**src/tcpt_pkg.sv**
```systemverilog
// Package for the tiered cache placement table: transaction structs, table row,
// result codes, register indexes and arithmetic widths.
// No dependencies.
package tcpt_pkg;

   localparam int SIZE_W  = 48;
   localparam int KEY_W   = 32;
   localparam int PCT_W   = 7;
   localparam int PROD_W  = 56;   // d*100 and (pct+1)*total both stay below 2^55
   localparam int MPLR_W  = 8;
   localparam int STEP_W  = 3;
   localparam int CSR_W   = 1;

   localparam logic [MPLR_W-1:0] PCT_SCALE = 8'd100;
   localparam logic [STEP_W-1:0] STEP_LAST = 3'd7;

   localparam logic [PCT_W-1:0] RAM_PCT_RST = 7'd15;
   localparam logic [PCT_W-1:0] SSD_PCT_RST = 7'd5;

   localparam logic [CSR_W-1:0] CSR_RAM_PCT = 1'b0;
   localparam logic [CSR_W-1:0] CSR_SSD_PCT = 1'b1;

   localparam logic CMD_RECORD = 1'b0;
   localparam logic CMD_PLACE  = 1'b1;

   localparam logic [2:0] ACT_READ_HDD    = 3'd0;
   localparam logic [2:0] ACT_READ_RAM    = 3'd1;
   localparam logic [2:0] ACT_SSD_TO_RAM  = 3'd2;
   localparam logic [2:0] ACT_HDD_TO_RAM  = 3'd3;
   localparam logic [2:0] ACT_HDD_TO_SSD  = 3'd4;

   localparam logic [1:0] ST_FOUND    = 2'd0;
   localparam logic [1:0] ST_INSERTED = 2'd1;
   localparam logic [1:0] ST_FULL     = 2'd2;
   localparam logic [1:0] ST_NONE     = 2'd3;

   typedef struct packed {
      logic              cmd;
      logic [KEY_W-1:0]  file_key;
      logic [SIZE_W-1:0] file_size;
      logic [SIZE_W-1:0] free_ram;
      logic [SIZE_W-1:0] total_ram;
      logic [SIZE_W-1:0] free_ssd;
      logic [SIZE_W-1:0] total_ssd;
   } tcpt_req_type;

   typedef struct packed {
      logic [2:0] action;
      logic [1:0] record_status;
   } tcpt_rsp_type;

   typedef struct packed {
      logic [KEY_W-1:0]  key;
      logic [SIZE_W-1:0] size;
      logic              in_ram;
      logic              in_ssd;
   } tcpt_row_type;

   typedef struct packed {
      logic done;
      logic ok;
   } tcpt_room_res_type;

endpackage

```
**src/tcpt_room.sv**
```systemverilog
// Free-space test unit: one shared adder does the subtract, two shift-add
// multiplies and the final compare under a small sequencer.
// Depends on tcpt_pkg.
module tcpt_room (
   input  logic                          clock,
   input  logic                          reset,
   input  logic                          start,
   input  logic [tcpt_pkg::SIZE_W-1:0]   free_b,
   input  logic [tcpt_pkg::SIZE_W-1:0]   total_b,
   input  logic [tcpt_pkg::SIZE_W-1:0]   size_b,
   input  logic [tcpt_pkg::PCT_W-1:0]    pct,
   output tcpt_pkg::tcpt_room_res_type   res
);
   import tcpt_pkg::*;

   localparam logic [2:0] R_IDLE = 3'd0;
   localparam logic [2:0] R_SUB  = 3'd1;
   localparam logic [2:0] R_MUL1 = 3'd2;
   localparam logic [2:0] R_MUL2 = 3'd3;
   localparam logic [2:0] R_CMP  = 3'd4;

   logic [2:0]        state_ff, state_in;
   logic [PROD_W-1:0] acc_ff, acc_in;
   logic [PROD_W-1:0] mcand_ff, mcand_in;
   logic [PROD_W-1:0] p1_ff, p1_in;
   logic [MPLR_W-1:0] mplr_ff, mplr_in;
   logic [STEP_W-1:0] step_ff, step_in;
   tcpt_room_res_type res_ff, res_in;

   logic [PROD_W-1:0] a_op, b_op, acc_next;
   logic              sub_op;
   logic [PROD_W:0]   sum;

   // shared adder; carry out set on subtract means a >= b
   always_comb begin
      a_op   = acc_ff;
      b_op   = mcand_ff;
      sub_op = 1'b0;
      case (state_ff)
         R_SUB: begin
            a_op   = PROD_W'(free_b);
            b_op   = PROD_W'(size_b);
            sub_op = 1'b1;
         end
         R_CMP: begin
            a_op   = p1_ff;
            b_op   = acc_ff;
            sub_op = 1'b1;
         end
         default: begin
            a_op   = acc_ff;
            b_op   = mcand_ff;
            sub_op = 1'b0;
         end
      endcase
      sum = {1'b0, a_op} + {1'b0, (sub_op ? ~b_op : b_op)} + (PROD_W+1)'(sub_op);
   end

   assign acc_next = mplr_ff[0] ? sum[PROD_W-1:0] : acc_ff;

   always_comb begin
      state_in = state_ff;
      acc_in   = acc_ff;
      mcand_in = mcand_ff;
      p1_in    = p1_ff;
      mplr_in  = mplr_ff;
      step_in  = step_ff;
      res_in   = '0;
      case (state_ff)
         R_IDLE: begin
            if (start) state_in = R_SUB;
         end
         R_SUB: begin
            if (total_b == '0 || !sum[PROD_W] || sum[PROD_W-1:0] == '0) begin
               res_in.done = 1'b1;
               res_in.ok   = 1'b0;
               state_in    = R_IDLE;
            end else begin
               mcand_in = sum[PROD_W-1:0];
               acc_in   = '0;
               mplr_in  = PCT_SCALE;
               step_in  = '0;
               state_in = R_MUL1;
            end
         end
         R_MUL1: begin
            acc_in   = acc_next;
            mcand_in = mcand_ff << 1;
            mplr_in  = mplr_ff >> 1;
            step_in  = step_ff + STEP_W'(1);
            if (step_ff == STEP_LAST) begin
               p1_in    = acc_next;
               acc_in   = '0;
               mcand_in = PROD_W'(total_b);
               mplr_in  = MPLR_W'(pct) + MPLR_W'(1);
               step_in  = '0;
               state_in = R_MUL2;
            end
         end
         R_MUL2: begin
            acc_in   = acc_next;
            mcand_in = mcand_ff << 1;
            mplr_in  = mplr_ff >> 1;
            step_in  = step_ff + STEP_W'(1);
            if (step_ff == STEP_LAST) state_in = R_CMP;
         end
         R_CMP: begin
            res_in.done = 1'b1;
            res_in.ok   = sum[PROD_W];
            state_in    = R_IDLE;
         end
         default: begin
            state_in = R_IDLE;
         end
      endcase
   end

   always_ff @(posedge clock) begin
      if (reset) begin
         state_ff <= R_IDLE;
         res_ff   <= '0;
      end else begin
         state_ff <= state_in;
         res_ff   <= res_in;
      end
      acc_ff   <= acc_in;
      mcand_ff <= mcand_in;
      p1_ff    <= p1_in;
      mplr_ff  <= mplr_in;
      step_ff  <= step_in;
   end

   assign res = res_ff;

endmodule

```
**config.mk**
```make
export PLATFORM = sky130hd
export DESIGN_NAME = tcpt_room
export DESIGN_NICKNAME = d
export VERILOG_FILES = /design/src/tcpt_pkg.sv /design/src/tcpt_room.sv
export SDC_FILE = /design/constraint.sdc
export NUM_CORES = 1
export LEC_CHECK = 0
export BUFFER_PORTS_ARGS = -buffer_cell sky130_fd_sc_hd__buf_2
export CORE_AREA = 8 8 198 200
export DETAILED_ROUTE_END_ITERATION = 16
export DIE_AREA = 0 0 206 208
export PLACE_DENSITY = 0.65
export SLEW_MARGIN = 10
export SYNTH_ARGS = -nofsm -noshare
export SYNTH_HDL_FRONTEND = slang
export SYNTH_SLANG_ARGS = --single-unit
```
**constraint.sdc**
```tcl
create_clock -name clock -period 25.3 [get_ports clock]
set_input_delay 5.06 -clock clock [delete_from_list [all_inputs] [get_ports clock]]
set_output_delay 5.06 -clock clock [all_outputs]
set_load 0.005 [all_outputs]
```
==> results.md, run 1 <==
- The register bit total from synthesis is 184.
- The average via count per standard cell is just over 6.
- In the post-synthesis netlist, the biggest area contributors are edfxtp_1 (38%), nand2_1 (7.3%), ha_1 (5.1%).
- STA classifies the critical path endpoint as a register.
- The kind of start point of the critical path is an input port.
- In this design, the stage delay of the slowest critical-path cell is 830 ps.
- The largest fanout on the critical path is 67.
- The path class of the lowest-slack min-delay path is register to register.
- In this run the count of I/O pins placed on the die edge is ~160.
- The post-route cell area is 15840 um^2.
- The core occupancy in the finished layout is 43.90%.
- The clock tree synthesis step divided the H-tree into 4 levels.
- The global-route total usage across every layer is about 23%.
- Of the cells placed in the final design, the portion with a size suffix greater than 1 is approximately 17%.
- The max-slew violation total from the final report came to 0.
- Timing analysis after detailed placement gives a worst setup slack of 13900 ps.
- The count of distinct cell types in the synthesized netlist is 88.
- The arrival time at the worst endpoint is 11140 ps.
- Synthesis produced a netlist whose cell count is between 1500 and 2000.
- The fraction of registers with async set/reset is 0%.
- The most common cell after layout, fill and taps aside is nand2_1.
- The core area is 36080 um^2.
- The worst register-to-register path has a depth of 20.
- The cell type group with the largest total delay on the critical path is compound AO/OA/AOI/OAI gates.
- Once detail routing completed, the nets flagged for antenna violations numbered 0.
- The final hold slack is 562.9 ps.
- The number of enable flip-flop cells after synthesis is roughly 180.
- The cell with the largest stage delay on the worst path is buf_4.
- The number of max-cap violations is 0.
- At the later pin of the worst-skew pair, clock insertion delay measures 460 ps.
- The static leakage is 6.048 nW.
- The time the worst path needs with I/O delays and setup is ~11000 ps.
- The final-stage net count is 1912.
- Dividing total power by cell area gives a power density of 120.7 nW/um^2.
- The number of antenna violations at the first check in global routing is 0.
- Buffers added to address setup during post-CTS repair amount to 0.
- At the end of routability-driven placement, the weighted congestion stood at 0.9369.
- The total nets after synthesis is around 1800.
- Detailed placement ended at an HPWL of 36.78 mm.
- The number of filler cells placed in the layout is 3661.
- After clock tree synthesis, the clock-pin slew on the worst setup and hold paths is 70 ps.
- Together, buffers and inverters on the worst path number 3.
- The total via count after detailed routing is 13310.
- The floorplan step set the die width to 206 um.
- The pin slew with the least headroom to its limit is 1054 ps.
- Leaving out fill and tap cells, the most frequent cells in the layout are nand2_1 (274), nor2_1 (184), edfxtp_1 (179), buf_2 (155), a21oi_1 (98).
- The run finished with clean final reports.
- The count of final hold-check violations is 0.
- The number of clock sinks is 184.
- The via count of the first global-routing pass is 13210.
- The deepest clock path buffer count is 2.
- The worst IR drop on VDD is between 0.00006 and 0.00007 V.
- Dividing the synthesized area by the synthesized cell count gives just under 9 um^2.
- The first detailed-routing pass ran for 5 iterations.
- The number of antenna diodes in the final layout is 0.
- The routed design has roughly 50 mm of wire.
- Of all cell types, the one taking the most synthesized area is edfxtp_1.
- On the final layout, the worst clock skew is 9.824 ps.
- The number of design rule violations left after detail routing is 0.
- Setup repair after global routing left no endpoint under its margin.
- Entering global routing, the biggest net connects 68 pins.
- Walking the worst path, the cells encountered are buf_2 > and4bb_2 > o32ai_4 > nand2_1 > fa_1 > nand2b_1 > a21o_1 > a211oi_2 > o211a_1 > o21ai_1 > a221oi_1 > a2111oi_0 > nand4b_1 > or4_1 > nor4b_2 > or2_1 > o21ai_4 > buf_4 > buf_4.
- The worst pin sits at a relative slew slack of 29.72%.
- The worst path setup slack after routing is 14240 ps.
- Once the floorplan was initialized, standard cells occupied 39.20% of the core.
- In this run the number of cells on the critical path is 19.
- The total setup violations reported at the end of the flow is 0.
- Among all flip-flop cells after synthesis, the most frequent one is edfxtp_1.
- The top cell type by area accounts for 38.00% of the synthesized area.
- The aggregate negative setup slack is 0 ps.
- The clock tree root driver cell is clkbuf_16.
- By instance count, the cell type seen most on the critical path is buf_4.
- Derived from the worst setup path, the maximum achievable clock frequency is 90.43 MHz.
- The mapped cell area is 14140 um^2.
- Hold repair after CTS inserted 0 buffers.
- From synthesis to final layout, the design area changed by 12.00%.
- The vertical die dimension is about 210 um.
- After synthesis, flip-flops and latches occupy 38.71% of the total area.
- Input and output buffers added on the ports amount to 155.
- The final critical path takes up 43.71% of the cycle.
- The post-detailed-placement cell area is 15260 um^2.
- Summed over all layers, the global routing overflow is 0.
- At the worst endpoint, the required time is 25380 ps.
- The first global-routing pass estimated 76.96 mm of wire.
- The wire length per cell is about 23 um.
- The first-iteration detailed-routing DRC count is 1063.
- In this run the core area contains 70 standard-cell rows.
- The number of buffers created by CTS is 17.
- The clock tree from TritonCTS is done.
- The die covers 42850 um^2.
- The number of synthesis warnings is 0.
- In this run, post-CTS repair resized a total of 0 instances.
- The critical path is of the input port to register type.
- The worst hold path stage count is 2.
[worst paths after layout]
kind	slack (ps)	endpoint	from
max	14240	acc_ff[28]	free_b[0]
min reg2reg	560	mplr_ff[6]	mplr_ff[7]
min	560	mplr_ff[6]	mplr_ff[7]
max reg2reg	17050	acc_ff[28]	state_ff[0]
[stage by stage]
step / cells / power, mW
floorplan: 1610 / 1.297
global placement: 2148 / 1.609
detailed placement: 2148 / 1.619
CTS: 2180 / 1.900
global route: 2180 / 2.036
finish: 2180 / 1.912
[layout make-up]
type,instances,area [um^2],area share [%]
multi-input cells,1304,8233,51.97
clock inverters,15,151.4,0.9557
clock buffers,17,425.4,2.685
inverters,22,82.58,0.5213
flip-flops and latches,184,5475,34.56
repair buffers,170,888.4,5.608
well taps,468,585.6,3.696
[cells by family (layout without fill, tap and decap cells)]
logic type,after synthesis,count (layout),synth area share (%)
and+or+nand+nor,692,692,22.54
AOI/OAI and AO/OA,450,450,22.63
DFF,184,184,38.71
buffers and inverters,122,224,3.547
adders and majority gates,59,59,5.273
muxes,53,53,4.202
xor gates and xnor gates,50,50,3.096
[worst min-delay path, cell delays in order, from the launching register on]
cell	delay [ps]
edfxtp_1	330
nand2_1	50
o211ai_1	80
[per-layer routing]
metal	vias to the layer above	track usage, %	wire length, um
li1	6251	-	-
met1	6513	30.02	21310
met2	484	38.54	24650
met3	58	3.310	3353
met4	0	6.095	859
met5	-	0	0
[cells in the mapped netlist, drive strengths merged (10+ instances only)]
library cell,instances
o21a,13
ha,58
edfxtp,179
xnor2,30
a31oi,50
nor4,22
mux2,51
and3,16
nor3,28
a21o,25
o21ai,48
buf,20
o21bai,10
nand4,28
inv,22
a21oi,100
a211oi,19
nor2,189
a221oi,53
clkbuf,80
or3,11
and2,61
nand2,277
a22oi,48
xor2,20
a22o,14
nand3,27
[registers in the layout, summed over array words and instances, names as in the netlist]
register / flops
state_ff: 3
mplr_ff: 8
res: 2
acc_ff: 56
mcand_ff: 56
p1_ff: 56
step_ff: 3
[report_power, final]
group / switching [mW] / internal, mW
combinational: 0.748 / 0.403
clock: 0.132 / 0.146
sequential: 0.0302 / 0.452
No activity file was read; power rests on OpenSTA's default activity.
==> run 2, diff against run 1 <==
Settings changed: ABC_AREA set to 1, CORE_AREA 8 8 198 200 to 8 8 196 198, DIE_AREA 0 0 206 208 to 0 0 204 206, PLACE_DENSITY 0.65 to 0.68.
Clock period 25.3 ns to 9.65 ns, I/O delays scaled along.
==> run 2 against run 1 <==
Net effect:
- setup slack got worse by 11000 ps
- flip-flop and latch count stayed put
- count of clock-buffer cells in the layout did not move
- critical path type is now register to register
- critical endpoint is now mcand_ff[31]
- largest cell class unchanged
==> results.md, run 2 <==
- The run finished with clean final reports.
- The share of the clock period used by the worst path is 67.75%.
- The kind of end point of the critical path is a register.
- TritonCTS built the clock tree.
- The clock latency on the worst-skew pair is 450 ps (about the same).
- Derived from the worst setup path, the maximum achievable clock frequency is 153.0 MHz.
- The final estimated routing congestion in global placement was 0.9700 (+3.5%).
- The starting density of the core is 39.42% (+0.22 points).
- The clock tree root driver cell is clkbuf_16.
- The count of instances resized after the clock tree is built is 0 (unchanged).
- The share of post-route cells with drive strength above 1 is 11.65% (-5.6 points).
- The total nets after synthesis came to 2116 (+16%).
- The number of filler cells placed in the layout is 3661 (unchanged).
- The number of cell rows came to 69 (-1.4%).
- The synthesized-area fraction occupied by and/or/nand/nor cells is 28.61% (+6.1 points).
- The pin slew with the least headroom to its limit came to 856.4 ps (-197.9 ps).
- The width of the die is 204 um (-0.97%).
- The aggregate negative setup slack came to 0 ps (unchanged).
- The mapped cell area came to 13880 um^2 (-1.8%).
- The worst path setup slack after routing is 3112 ps (-11130 ps).
- The number of levels the H-tree was split into is 4 (unchanged).
- The final routed wirelength across all metal layers is 47.48 mm (-5.4%).
- The portion of synthesized cell area occupied by the leading cell type came to 38.71% (+0.71 points).
- The max-slew violation total from the final report is 0 (unchanged).
- The arrival time at the worst endpoint was 6620 ps (-4520 ps).
- The worst endpoint required time was 9730 ps (-15650 ps).
- Setup repair after global routing left no endpoint under its margin.
- The first-iteration detailed-routing DRC count came to 1417 (+33%).
- The remaining antenna violation count is 0 (unchanged).
- The total via count after detailed routing is 13750 (+3.3%).
- The largest net degree at the start of global routing is 66 (-2.9%).
- The path class of the tightest hold or removal check is register to register.
- The library cells used most frequently in the layout, excluding fill and tap cells, are nand2_1 (536), nor2_1 (240), inv_1 (216), edfxtp_1 (179), buf_2 (155).
- The count of buffers inserted at the top-level ports is 155 (unchanged).
- The number of buffers inserted to repair setup after CTS came to 0 (unchanged).
- The post-synthesis instance total is 1903 (+18%).
- The critical path is of the register to register type.
- The via count of the first global-routing pass came to 13610 (+3.0%).
- The vertical die dimension is 206 um (-0.96%).
- The first-pass GRT wire length came to 73.80 mm (-4.1%).
- The number of buffers created by CTS is 17 (unchanged).
- The main combinational cell family by area after synthesis is simple AND/OR/NAND/NOR gates.
- In the synthesized netlist, the cells that appear most often are nand2_1 (537), nor2_1 (242), inv_1 (219).
- The dominant cell type by area after synthesis is edfxtp_1.
- The parity-gate share of the synthesized area counting xor and xnor cells came to 2.199% (-0.90 points).
- The final worst clock skew is 17.64 ps (+7.820 ps).
- The largest fanout on the critical path was 53 (-21%).
- The fraction of synthesized area in multiplexers was 0% (-4.2 points).
- The average via count per standard cell is 5.509 (-9.7%).
- In the post-synthesis netlist, the biggest area contributors are edfxtp_1 (39%), nand2_1 (15%), nor2_1 (6.5%).
- The number of design rule violations left after detail routing is 0 (unchanged).
- The fraction of the mapped netlist area in adder cells is 5.371% (+0.098 points).
- The number of enable flip-flop cells after synthesis came to 179 (unchanged).
- The setup slack on the worst flop-to-flop path was 3110 ps (-13940 ps).
- The global-route total usage across every layer came to 22.26% (-0.57 points).
- STA classifies the critical path startpoint as a register.
- The total I/O pin count is 156 (unchanged).
- Among all flip-flop cells after synthesis, the most frequent one is edfxtp_1.
- The total setup violations reported at the end of the flow is 0 (unchanged).
- In the final layout, the registers with the most flip-flops are acc_ff: 56 flops, mcand_ff: 56 flops, p1_ff: 56 flops.
- The estimated wirelength of the detail-placed design is 35.58 mm (-3.3%).
- The minimum setup slack after placement was 3090 ps (-10810 ps).
- The wire length per cell is 19.03 um (-17%).
- The die area is 42020 um^2 (-1.9%).
- nand2_1 is the most common cell in the netlist.
- The deepest clock path buffer count came to 2 (unchanged).
- The number of max-cap violations came to 0 (unchanged).
- The core area is 35220 um^2 (-2.4%).
- The fraction of registers with async set/reset is 0% (unchanged).
- The final-stage net count is 2234 (+17%).
- The mean cell area of the mapped netlist is 7.296 um^2 (-17%).
- The area growth from synthesis to final layout is 13.18%.
- The register area share after synthesis is 39.43% (+0.72 points).
- The hold buffer count at CTS came to 0 (unchanged).
- The number of diodes came to 0 (unchanged).
- The register bit total from synthesis is 184 (unchanged).
- The total global routing overflow came to 0 (unchanged).
- The number of antenna violations at the first check in global routing is 0 (unchanged).
- The post-synthesis compound-gate area fraction was 16.41% (-6.2 points).
- The core occupancy in the finished layout is 44.61% (+0.71 points).
- The CTS clock-pin slew for the worst setup and hold paths came to 80 ps (about the same).
- The count of final hold-check violations is 0 (unchanged).
- The number of clock sinks is 184 (unchanged).
- The time the worst path needs with I/O delays and setup is 6538 ps.
- The relative max-transition margin is 42.91% (+13 points).
- The number of detailed-route iterations in the first pass is 5 (unchanged).
- The most common cell after layout, fill and taps aside is nand2_1.
- The number of synthesis warnings is 0 (unchanged).
- The count of distinct cell types in the synthesized netlist is 47 (-47%).
run 2: cell count changes after synthesis, sizes merged, moves of 48 or more:
cell,before,now
nand2,277,547
o21ai,48,126
and2,61,0
inv,22,221
mux2,51,0
nor2,189,242
nand3,27,109
a31oi,50,1
a22oi,48,0
run 2: path summary, 6_finish.rpt:
path          startpoint            to  depth (start not counted)
max          state_ff[0]  mcand_ff[31]                         23
min           mplr_ff[6]    mplr_ff[5]                          2
max reg2reg  state_ff[0]  mcand_ff[31]                         23
min reg2reg   mplr_ff[6]    mplr_ff[5]                          2
run 2: final cells by class:
cell class | instances | area [um^2] | area share, %
inverter | 223 | 842.1 | 5.358
clock inverter | 15 | 185.2 | 1.178
sequential | 184 | 5475 | 34.84
timing repair buffer | 168 | 885.9 | 5.637
multi-input combinational | 1427 | 7325 | 46.61
clock buffer | 17 | 425.4 | 2.707
tap | 461 | 576.8 | 3.670
run 2: worst max-delay path: stages, from the launching register on:
cell	delay [ps]
dfxtp_1	370
nor2_1	220
nand2_2	280
nand2_4	440
buf_4	610
nor2_1	100
a221oi_1	300
ha_1	340
a21oi_1	270
o21ai_0	170
a21oi_1	320
o21ai_0	160
a21oi_1	340
nand2_1	150
nand2_1	100
nand2_1	100
nand3_1	130
nor2_1	70
nand3_1	120
nor2_1	60
nand2_1	100
nand3_2	100
nand2_4	520
buf_4	630
run 2: logic make-up (layout without fill, tap and decap cells):
kind of cell,count (synthesis),in the layout
flops,184,184
compound gates,371,371
simple gates,963,963
fa+ha+maj,59,59
xor+xnor,34,34
buf+inv,292,423
run 2: per-stage QoR:
step | hold slack, ps | std cells | area [um^2]
2_1_floorplan | 500.0 | 1903 | 13880
3_3_place_gp | 530.7 | 2463 | 15100
3_5_place_dp | 530.1 | 2463 | 15100
4_1_cts | 544.7 | 2495 | 15720
5_1_grt | 569.8 | 2495 | 15720
6_report | 542.6 | 2495 | 15720
run 2: layer usage:
layer / global-route usage [%] / part of all wire, % / vias to the layer above
met2: 36.63 / 46 / 579
met3: 3.417 / 7.7 / 63
met1: 29.60 / 43 / 6425
li1: - / - / 6679
met5: 0 / 0 / -
met4: 7.508 / 2.7 / 0
Power of run 2 is not shown: default switching activity piles up to over one toggle a cycle in this logic, so the estimate is an artifact.
